==> config.mk <==
export PLATFORM = sky130hd
export DESIGN_NAME = cpr_back
export DESIGN_NICKNAME = d
export VERILOG_FILES = /design/src/design/cpr_pkg.sv /design/src/design/cpr_back.sv
export SDC_FILE = /design/constraint.sdc
export NUM_CORES = 1
export LEC_CHECK = 0
export BUFFER_PORTS_ARGS = -buffer_cell sky130_fd_sc_hd__buf_2
export CORE_ASPECT_RATIO = 2
export CORE_MARGIN = 2
export CORE_UTILIZATION = 35
export CTS_CLUSTER_DIAMETER = 30
export DETAILED_ROUTE_END_ITERATION = 8
export GPL_ROUTABILITY_DRIVEN = 0
export PLACE_DENSITY = 0.54
export SYNTH_ARGS = -nofsm -noshare
export SYNTH_HDL_FRONTEND = slang
export SYNTH_SLANG_ARGS = --single-unit
==> constraint.sdc <==
create_clock -name clock -period 4.1 [get_ports clock]
set_input_delay 0.205 -clock clock [delete_from_list [all_inputs] [get_ports clock]]
set_output_delay 0.205 -clock clock [all_outputs]
set_load 0.1 [all_outputs]
==> src/design/cpr_pkg.sv <==
// ----------------------------------------------------------------------------
// cpr_pkg
// shared types and constants of the collinear point remover
// ----------------------------------------------------------------------------
package cpr_pkg;

   localparam int CoordBits = 24;
   localparam int DiffBits  = CoordBits + 1;
   localparam int TolBits   = 16;
   localparam int QueueDepth = 4;
   localparam int QueuePtrBits = $clog2(QueueDepth);

   localparam logic [TolBits-1:0] TolReset = 16'd256;

   localparam logic [1:0] PH_FIRST = 2'd0;
   localparam logic [1:0] PH_DIR   = 2'd1;
   localparam logic [1:0] PH_TRACK = 2'd2;

   typedef logic signed [CoordBits-1:0] coord_type;
   typedef logic signed [DiffBits-1:0]  diff_type;

   // one decoded item handed from the front to the back
   typedef struct packed {
      logic      emit_prev;
      logic      emit_cur;
      logic      cur_last;
      coord_type prev_x;
      coord_type prev_y;
      coord_type cur_x;
      coord_type cur_y;
   } job_type;

endpackage

==> src/design/cpr_back.sv <==
// ----------------------------------------------------------------------------
// cpr_back
// job queue and emitter: sends the previous and/or current point
// ----------------------------------------------------------------------------
module cpr_back (
   input  logic                clock,
   input  logic                reset,
   input  logic                job_valid,
   input  cpr_pkg::job_type    job,
   output logic                job_full,
   output logic                rsp_valid,
   input  logic                rsp_stall,
   output cpr_pkg::coord_type  rsp_out_x,
   output cpr_pkg::coord_type  rsp_out_y,
   output logic                rsp_out_last
);

   localparam int PB = cpr_pkg::QueuePtrBits;

   cpr_pkg::job_type q_ff [cpr_pkg::QueueDepth];
   logic [PB-1:0] wr_ff, wr_in, rd_ff, rd_in;
   logic [PB:0]   cnt_ff, cnt_in;
   logic          sub_ff, sub_in;   // prev half of head already sent
   cpr_pkg::job_type head;
   logic          push, pop, send;

   assign head      = q_ff[rd_ff];
   assign job_full  = cnt_ff == (PB + 1)'(cpr_pkg::QueueDepth);
   assign push      = job_valid;
   assign rsp_valid = cnt_ff != '0;
   assign send      = rsp_valid && !rsp_stall;

   always_comb begin
      if (head.emit_prev && !sub_ff) begin
         rsp_out_x    = head.prev_x;
         rsp_out_y    = head.prev_y;
         rsp_out_last = 1'b0;
      end else begin
         rsp_out_x    = head.cur_x;
         rsp_out_y    = head.cur_y;
         rsp_out_last = head.cur_last;
      end
   end

   always_comb begin
      pop    = send && !(head.emit_prev && head.emit_cur && !sub_ff);
      sub_in = send ? !pop : sub_ff;
      wr_in  = push ? wr_ff + 1'b1 : wr_ff;
      rd_in  = pop ? rd_ff + 1'b1 : rd_ff;
      cnt_in = cnt_ff + (PB + 1)'(push) - (PB + 1)'(pop);
   end

   always_ff @(posedge clock) begin
      if (push) begin
         q_ff[wr_ff] <= job;
      end
   end

   always_ff @(posedge clock) begin
      if (reset) begin
         wr_ff  <= '0;
         rd_ff  <= '0;
         cnt_ff <= '0;
         sub_ff <= 1'b0;
      end else begin
         wr_ff  <= wr_in;
         rd_ff  <= rd_in;
         cnt_ff <= cnt_in;
         sub_ff <= sub_in;
      end
   end

endmodule

==> impl_metrics.yaml, run 1 <==
cells_and_area:
  nets: 1019
  final_cell_mix: "edfxtp_1 (396), buf_2 (153), dlygate4sd3_1 (100)"
  syn_to_final_growth_pct: 27.0
  final_common_cell: "edfxtp_1"
  finalNonFillerCells: 1501
  drive_above_1_share_pct: 42.5
power_and_ir_drop:
  power_mw: 13.4
  switchingPower_mw: 4.86
  pwr-share-comb_pct: 31.4
  p_seq_share_pct: 36.5
  p_int_mw: 8.50
  pwr-share-clk_pct: 32.0
  netSwitchingFraction_pct: 36.4
  cellLeakagePower_nw: 6.46
  power.density_nw_per_um2: 688
  peakVddDrop_mv: 0.525
worst_hold_path:
  hold_class: "in2reg"
synthesis:
  synth_seq_cells: 406
  synth_cell_types: 25
  netlist_area_um2: 15300
  avgSynthCellArea_um2: 24.6
  ys_top_cells_by_area: "edfxtp_1 (78%), mux4_2 (15%), mux2_2 (3.5%), dfxtp_1 (1.3%), ha_1 (0.41%)"
  ys_seq_area_share_pct: 79.0
  syn_nets: 732
  synthCells: 623
  yosysTopAreaCell: "edfxtp_1"
  synth-warning-count: 0
  netlist.area_leader.share_pct: 77.7
die:
  die_w_um: 152
  start_util_pct: 35.4
  num_rows: 108
  fp.coreArea_um2: 43200
  dieArea_um2: 45500
  num_io_pins: 154
  die_h_um: 300
routing:
  drc: 0
  first_pass_iters: 4
  finalWirelength_mm: 31.5
  drtIter0Drc: 317
  drtAntennaViolNets: 0
  routedWlPerCell_um: 21.0
  vias: 7249
  via_per_inst: 4.83
cts:
  cts_tree: "built"
  cts_sinks: 406
  root_buffer: "clkbuf_16"
  htree_levels: 2
  clock_path_buffers: 3
  post_cts_resized: 0
  path_clk_slew_ns: 0.06
  numCtsBuffers: 50
  clock_latency_ns: 0.55
global_route:
  grt_pass1_wl_mm: 48.5
  antenna_found_initial: 5
  grt.overflow.total: 0
  grt_use_total_pct: 14.0
  grt_pass1_vias: 8218
  grt_max_degree: 100
sta:
  rsz0062_at_grt: "false"
  skew_ns: 0.0188
  report.final.setup_viol: 0
  final_hold_viol_count: 0
  max_slew.worst_pin.slew_ns: 0.859
  fmax_mhz: 296
  timing.final.crit_period_ns: 3.38
  relSlewSlack_pct: 42.7
  maxSlewViolCount: 0
  setup_ws_ns: 0.724
  setup_tns_ns: 0
  hold-worst-slack_ns: 0.0227
  min_period_over_period_pct: 82.3
placement:
  dp.cells: 1308
  numPortBuffers: 153
  dp_hpwl_mm: 18.3
  pre_cts_slack_ns: 1.14
job:
  maxCapViolations: 0
critical_path:
  cp-end-kind: "primary output"
  cp.arrival_ns: 3.17
  start_kind: "flip-flop"
  critical_path_required_ns: 3.89
  setup.worst_path.class: "reg2out"
  cp_max_fo: 49
  crit_path_cell_trace: "mux4_2, nand2_4, mux2_2, buf_2"
  worst_path_largest_cell_delay_ns: 0.65
  crit_slowest_cell: "nand2_4"
status:
  run_status: "completed"
[Yosys cell counts (all sizes together)]
cell / number
edfxtp: 396
mux4: 99
mux2: 48
buf: 17
clkbuf: 11
dfxtp: 10
nor2: 8
and2: 5
ha: 5
inv: 5
xnor2: 4
a31o: 2
nand2b: 2
nor2b: 2
nor3: 2
a21oi: 1
a311oi: 1
fa: 1
mux2i: 1
nand2: 1
nor3b: 1
xor2: 1
[per-stage QoR]
stage	util (%)	instance area [um^2]
after floorplan	-	15300
after global placement	38.8	16800
after detailed placement	38.8	16800
after CTS	45.0	19400
after global routing	45.0	19400
final	45.0	19400
[cell type report]
cell class	count	area, um^2
clock buffer	56	1290
inverter	5	18.8
fill	3707	23800
tap	550	688
antenna	1	2.50
clock inverter	36	354
timing repair buffer	263	1900
multi-input combinational	184	3080
sequential	406	12100
[state kept, by name (all words and copies together) (netlist names), named ones only]
register and count:
sub_ff 1, q_ff 396, wr_ff 2, cnt_ff 3, rd_ff 2
[critical path, delay by kind of cell, from the launching register on]
kind / cells / cell delay [ns]
muxes: 2 / 0.91
and+or+nand+nor: 1 / 0.65
DFF: 1 / 0.57
buffers and inverters: 1 / 0.42
[kinds of logic after synthesis]
logic type	after synthesis	synth area share, %
buffers and inverters	33	1.01
and+or+nand+nor	21	0.703
adders and majority gates	6	0.539
DFF	406	79.0
muxes	148	18.2
xor gates and xnor gates	5	0.286
AOI/OAI and AO/OA	4	0.319
[metal layers]
metal  global-route usage, %  wire length [um]
met1                    15.6             11900
met2                    26.5             17500
met3                    2.18              1170
met4                    5.63               995
met5                       0                13
[power by group through the flow]
stage / logic [mW] / registers [mW] / clock network, mW
after CTS: 4.28 / 4.89 / 4.41
after detailed placement: 4.19 / 4.98 / 0
after global placement: 4.19 / 4.97 / 0
final: 4.20 / 4.88 / 4.28
after floorplan: 3.53 / 4.93 / 0
after global routing: 4.40 / 4.91 / 4.56
[worst paths after layout]
| kind | start | to | slack, ns | cells past startpoint |
|---|---|---|---|---|
| setup / recovery | flip-flop | rsp_out_y[10] | 0.72 | 4 |
| hold / removal | rsp_stall | sub_ff | 0.02 | 4 |
| setup reg to reg | flip-flop | cnt_ff[2] | 1.17 | 8 |
| hold reg to reg | sub_ff | sub_ff | 0.50 | 2 |
[repair_timing]
item | in CTS | in global routing
buffers inserted | 0 | 0
hold endpoints to repair | 404 | 0
hold buffers | 100 | 0
Power figures use the tool's default switching activity.
==> inputs of run 2 (changes only) <==
Clock period 4.1 ns to 3.45 ns, I/O delays scaled along.
==> impl_metrics.yaml, run 2 (synthesis gave the netlist of run 1 again) <==
sta:
  rsz0062_at_grt: "false"
  maxSlewViolCount: 0
  relSlewSlack_pct: 51.6
  report.final.setup_viol: 0
  min_period_over_period_pct: 88.9
  fmax_mhz: 326
  timing.final.crit_period_ns: 3.07
  setup_tns_ns: 0
  final_hold_viol_count: 0
  max_slew.worst_pin.slew_ns: 0.727
  skew_ns: 0.0218
global_route:
  grt_pass1_wl_mm: 48.2
  grt_pass1_vias: 8309
  grt_use_total_pct: 13.8
  grt_max_degree: 81
  antenna_found_initial: 2
  grt.overflow.total: 0
critical_path:
  worstRegToRegCells: 8
  r2r_end: "cnt_ff[2]"
  cp-end-kind: "primary output"
  r2r_setup_slack_ns: 0.67
  cp.arrival_ns: 2.89
  cp_max_fo: 40
  setup.worst_path.class: "reg2out"
  start_kind: "flip-flop"
  critical_path_required_ns: 3.28
cts:
  htree_levels: 2
  numCtsBuffers: 49
  root_buffer: "clkbuf_16"
  cts_tree: "built"
  path_clk_slew_ns: 0.06
  postCtsSetupBuffers: 0
  cts_sinks: 406
  clock_latency_ns: 0.55
  post_cts_resized: 0
  clock_path_buffers: 3
worst_hold_path:
  hold_class: "in2reg"
  min_from: "job[39]"
  hold_path_end: "q_ff[0][39]"
  whs_path_depth: 2
cells_and_area:
  drive_above_1_share_pct: 42.7
  reg_top3: "q_ff: 396 flops, cnt_ff: 3 flops"
  finalNonFillerCells: 1509
  final_cell_mix: "edfxtp_1 (396), buf_2 (144), dlygate4sd3_1 (102)"
  top_register: "q_ff"
  nets: 1027
  syn_to_final_growth_pct: 28.3
  final_common_cell: "edfxtp_1"
  largest_reg_flops: 396
placement:
  numPortBuffers: 153
  dp.cells: 1315
  dp_hpwl_mm: 18.1
die:
  num_io_pins: 154
  die_w_um: 152
  fp.coreArea_um2: 43200
  die_h_um: 300
  dieArea_um2: 45500
  num_rows: 108
  start_util_pct: 35.4
power_and_ir_drop:
  cellLeakagePower_nw: 6.54
  power.density_nw_per_um2: 815
  peakVddDrop_mv: 0.676
job:
  maxCapViolations: 0
routing:
  routedWlPerCell_um: 20.5
  drc: 0
  drtAntennaViolNets: 0
  via_per_inst: 4.81
  first_pass_iters: 4
  vias: 7258
  finalWirelength_mm: 30.9
  drtIter0Drc: 249
status:
  run_status: "completed"
run 2: what timing repair did:
| item | in CTS | in global routing |
|---|---|---|
| endpoints found under the setup margin | 0 | 0 |
| hold endpoints to repair | 404 | 0 |
| hold buffers | 102 | 0 |
run 2: worst max-delay path by stage:
| stage | from | cells after the start | slack (ns) | to |
|---|---|---|---|---|
| 2_1_floorplan | wr_ff[0] | 3 | 0.15 | q_ff[0][0] |
| 3_3_place_gp | flip-flop | 8 | 0.68 | cnt_ff[2] |
| 3_5_place_dp | flip-flop | 8 | 0.66 | cnt_ff[2] |
| 4_1_cts | flip-flop | 5 | 0.27 | rsp_out_x[23] |
| 5_1_grt | flip-flop | 5 | 0.25 | rsp_out_y[5] |
| 6_report | flip-flop | 5 | 0.38 | rsp_out_y[5] |
run 2: power by group:
part	switching, mW	internal [mW]	total (mW)
logic	3.64	1.63	5.27
registers	0.0946	5.69	5.78
clock network	2.04	2.92	4.95
total	5.77	10.2	16.0
run 2: layout make-up:
| type | count | area, um^2 |
|---|---|---|
| diodes | 2 | 5.00 |
| clock buffers | 59 | 1350 |
| clock inverters | 31 | 269 |
| fillers | 3738 | 23600 |
| inverters | 5 | 18.8 |
| multi-input cells | 184 | 3080 |
| flip-flops and latches | 406 | 12100 |
| well taps | 550 | 688 |
| repair buffers | 272 | 2120 |
run 2: metrics by stage:
stage                     hold WS (ns)  utilization, %  instance area, um^2  setup slack (ns)  power, mW
after CTS                        0.321            45.4                19600             0.273       16.3
after global placement           0.384            39.3                17000             0.682       11.1
after global routing             0.348            45.4                19600             0.249       16.6
after detailed placement         0.389            39.3                17000             0.663       11.2
final                            0.364            45.4                19600             0.383       16.0
after floorplan                  0.271               -                15300             0.150       10.0
run 2: worst max-delay path, stage by stage (launching register included):
cell and delay, ns:
dfxtp_4 0.61, mux4_2 0.44, nand2_4 0.23, buf_12 0.32
mux2_2 0.40, buf_2 0.30
run 2: routing by layer:
metal,track usage (%),part of all wire [%]
met3,2.31,3.6
met1,15.0,37
met5,0,0
met2,26.4,56
met4,5.52,3.1
==> inputs of run 3 (changes only) <==
Settings changed: ABC_CLOCK_PERIOD_IN_PS set to 3450, CORE_UTILIZATION 35 to 55, PLACE_DENSITY 0.54 to 0.77.
==> impl_metrics.yaml, run 3 (synthesis gave the netlist of run 1 again) <==
status:
  run_status: "completed"
global_route:
  grt_pass1_vias: 8316
  grt_pass1_wl_mm: 45.2
  grt.overflow.total: 0
  grt_max_degree: 67
  antenna_found_initial: 2
  grt_use_total_pct: 20.7
die:
  fp.coreArea_um2: 27400
  num_rows: 86
  die_w_um: 122
  num_io_pins: 154
  start_util_pct: 55.8
  dieArea_um2: 29300
  die_h_um: 240
critical_path:
  critical_path.top_delay_family: "buffers and inverters"
  r2r_setup_slack_ns: 0.74
  cp-end-kind: "primary output"
  critical_path_required_ns: 3.28
  crit_slowest_cell: "buf_4"
  cp_max_fo: 39
  crit_path_cell_trace: "buf_4, mux4_2, mux2_2, buf_2"
  cp.arrival_ns: 2.76
  setup.worst_path.class: "reg2out"
  worst_path_largest_cell_delay_ns: 0.63
  start_kind: "flip-flop"
  path_buf_inv: 2
routing:
  drtIter0Drc: 561
  routedWlPerCell_um: 22.9
  drc: 0
  first_pass_iters: 5
  drtAntennaViolNets: 0
  finalWirelength_mm: 29.5
  vias: 7254
  via_per_inst: 5.65
sta:
  min_period_over_period_pct: 85.1
  skew_ns: 0.0151
  max_slew.worst_pin.slew_ns: 0.978
  final_hold_viol_count: 0
  fmax_mhz: 341
  timing.final.crit_period_ns: 2.94
  maxSlewViolCount: 0
  rsz0062_at_grt: "false"
  relSlewSlack_pct: 34.8
  report.final.setup_viol: 0
  setup_tns_ns: 0
cells_and_area:
  top_register: "q_ff"
  largest_reg_flops: 396
  final_cell_mix: "edfxtp_1 (396), buf_2 (153), dlygate4sd3_1 (101)"
  nFillCells: 1641
  syn_to_final_growth_pct: 23.8
  drive_above_1_share_pct: 41.5
  reg_top3: "q_ff: 396 flops, cnt_ff: 3 flops"
  finalNonFillerCells: 1285
  final_common_cell: "edfxtp_1"
  nets: 1010
placement:
  numPortBuffers: 153
  dp_hpwl_mm: 17.2
  dp.cells: 1110
cts:
  clock_latency_ns: 0.53
  clock_path_buffers: 3
  root_buffer: "clkbuf_16"
  path_clk_slew_ns: 0.07
  cts_sinks: 406
  htree_levels: 2
  numCtsBuffers: 40
  cts_tree: "built"
  post_cts_resized: 0
job:
  maxCapViolations: 0
worst_hold_path:
  hold_class: "in2reg"
power_and_ir_drop:
  peakVddDrop_mv: 0.566
  cellLeakagePower_nw: 6.35
  power_mw: 15.3
  power.density_nw_per_um2: 807
## run 3: through the flow
| stage | cell area [um^2] | util (%) | setup slack, ns | hold WS, ns |
|---|---|---|---|---|
| floorplan | 15300 | - | 0.150 | 0.271 |
| global placement | 16500 | 60.3 | 0.869 | 0.382 |
| detailed placement | 16500 | 60.3 | 0.740 | 0.391 |
| CTS | 18900 | 69.0 | 0.429 | 0.00820 |
| global route | 19000 | 69.1 | 0.332 | 0.0324 |
| finish | 19000 | 69.1 | 0.515 | 0.0243 |
## run 3: routing by layer
metal / track usage [%] / vias to the layer above / wire [um]
met4: 8.92 / 0 / 1100
li1: - / 3198 / -
met1: 22.7 / 3788 / 10200
met3: 2.63 / 72 / 1110
met2: 39.3 / 196 / 17000
met5: 0 / - / 0
## run 3: power breakdown
group	leakage, nW	total (mW)	switching [mW]	internal (mW)
Combinational	1.94	5.01	3.58	1.43
Clock	0.685	4.52	1.84	2.68
Sequential	3.72	5.78	0.0896	5.69
Total	6.35	15.3	5.51	9.79
## run 3: path summary, 6_finish.rpt
kind         cells after the start      start       endpoint
max                              4  flip-flop  rsp_out_x[22]
min                              3  job_valid       wr_ff[0]
max reg2reg                      8  flip-flop      cnt_ff[2]
min reg2reg                      2     sub_ff         sub_ff
## run 3: area by class of cell
cell class,instances,area (um^2),area share [%]
inverter,5,18.8,0.0990
timing repair buffer,264,1910,10.1
clock inverter,28,360,1.90
multi-input combinational,184,3080,16.2
tap,352,440,2.32
antenna,2,5.00,0.0264
clock buffer,44,1040,5.47
sequential,406,12100,63.8
## run 3: worst reg2reg max path, stage by stage (launching register included)
cell      delay, ns
dfxtp_4        0.39
mux4_2         0.54
a311oi_4       0.47
xor2_1         0.16
ha_1           0.25
fa_1           0.42
xnor2_1        0.19
xnor2_1        0.14
nor2_1         0.05
## run 3: what timing repair did
action / CTS / global route
endpoints found under the hold margin: 404 / 0
hold buffers: 101 / 0
buffers inserted: 0 / 0
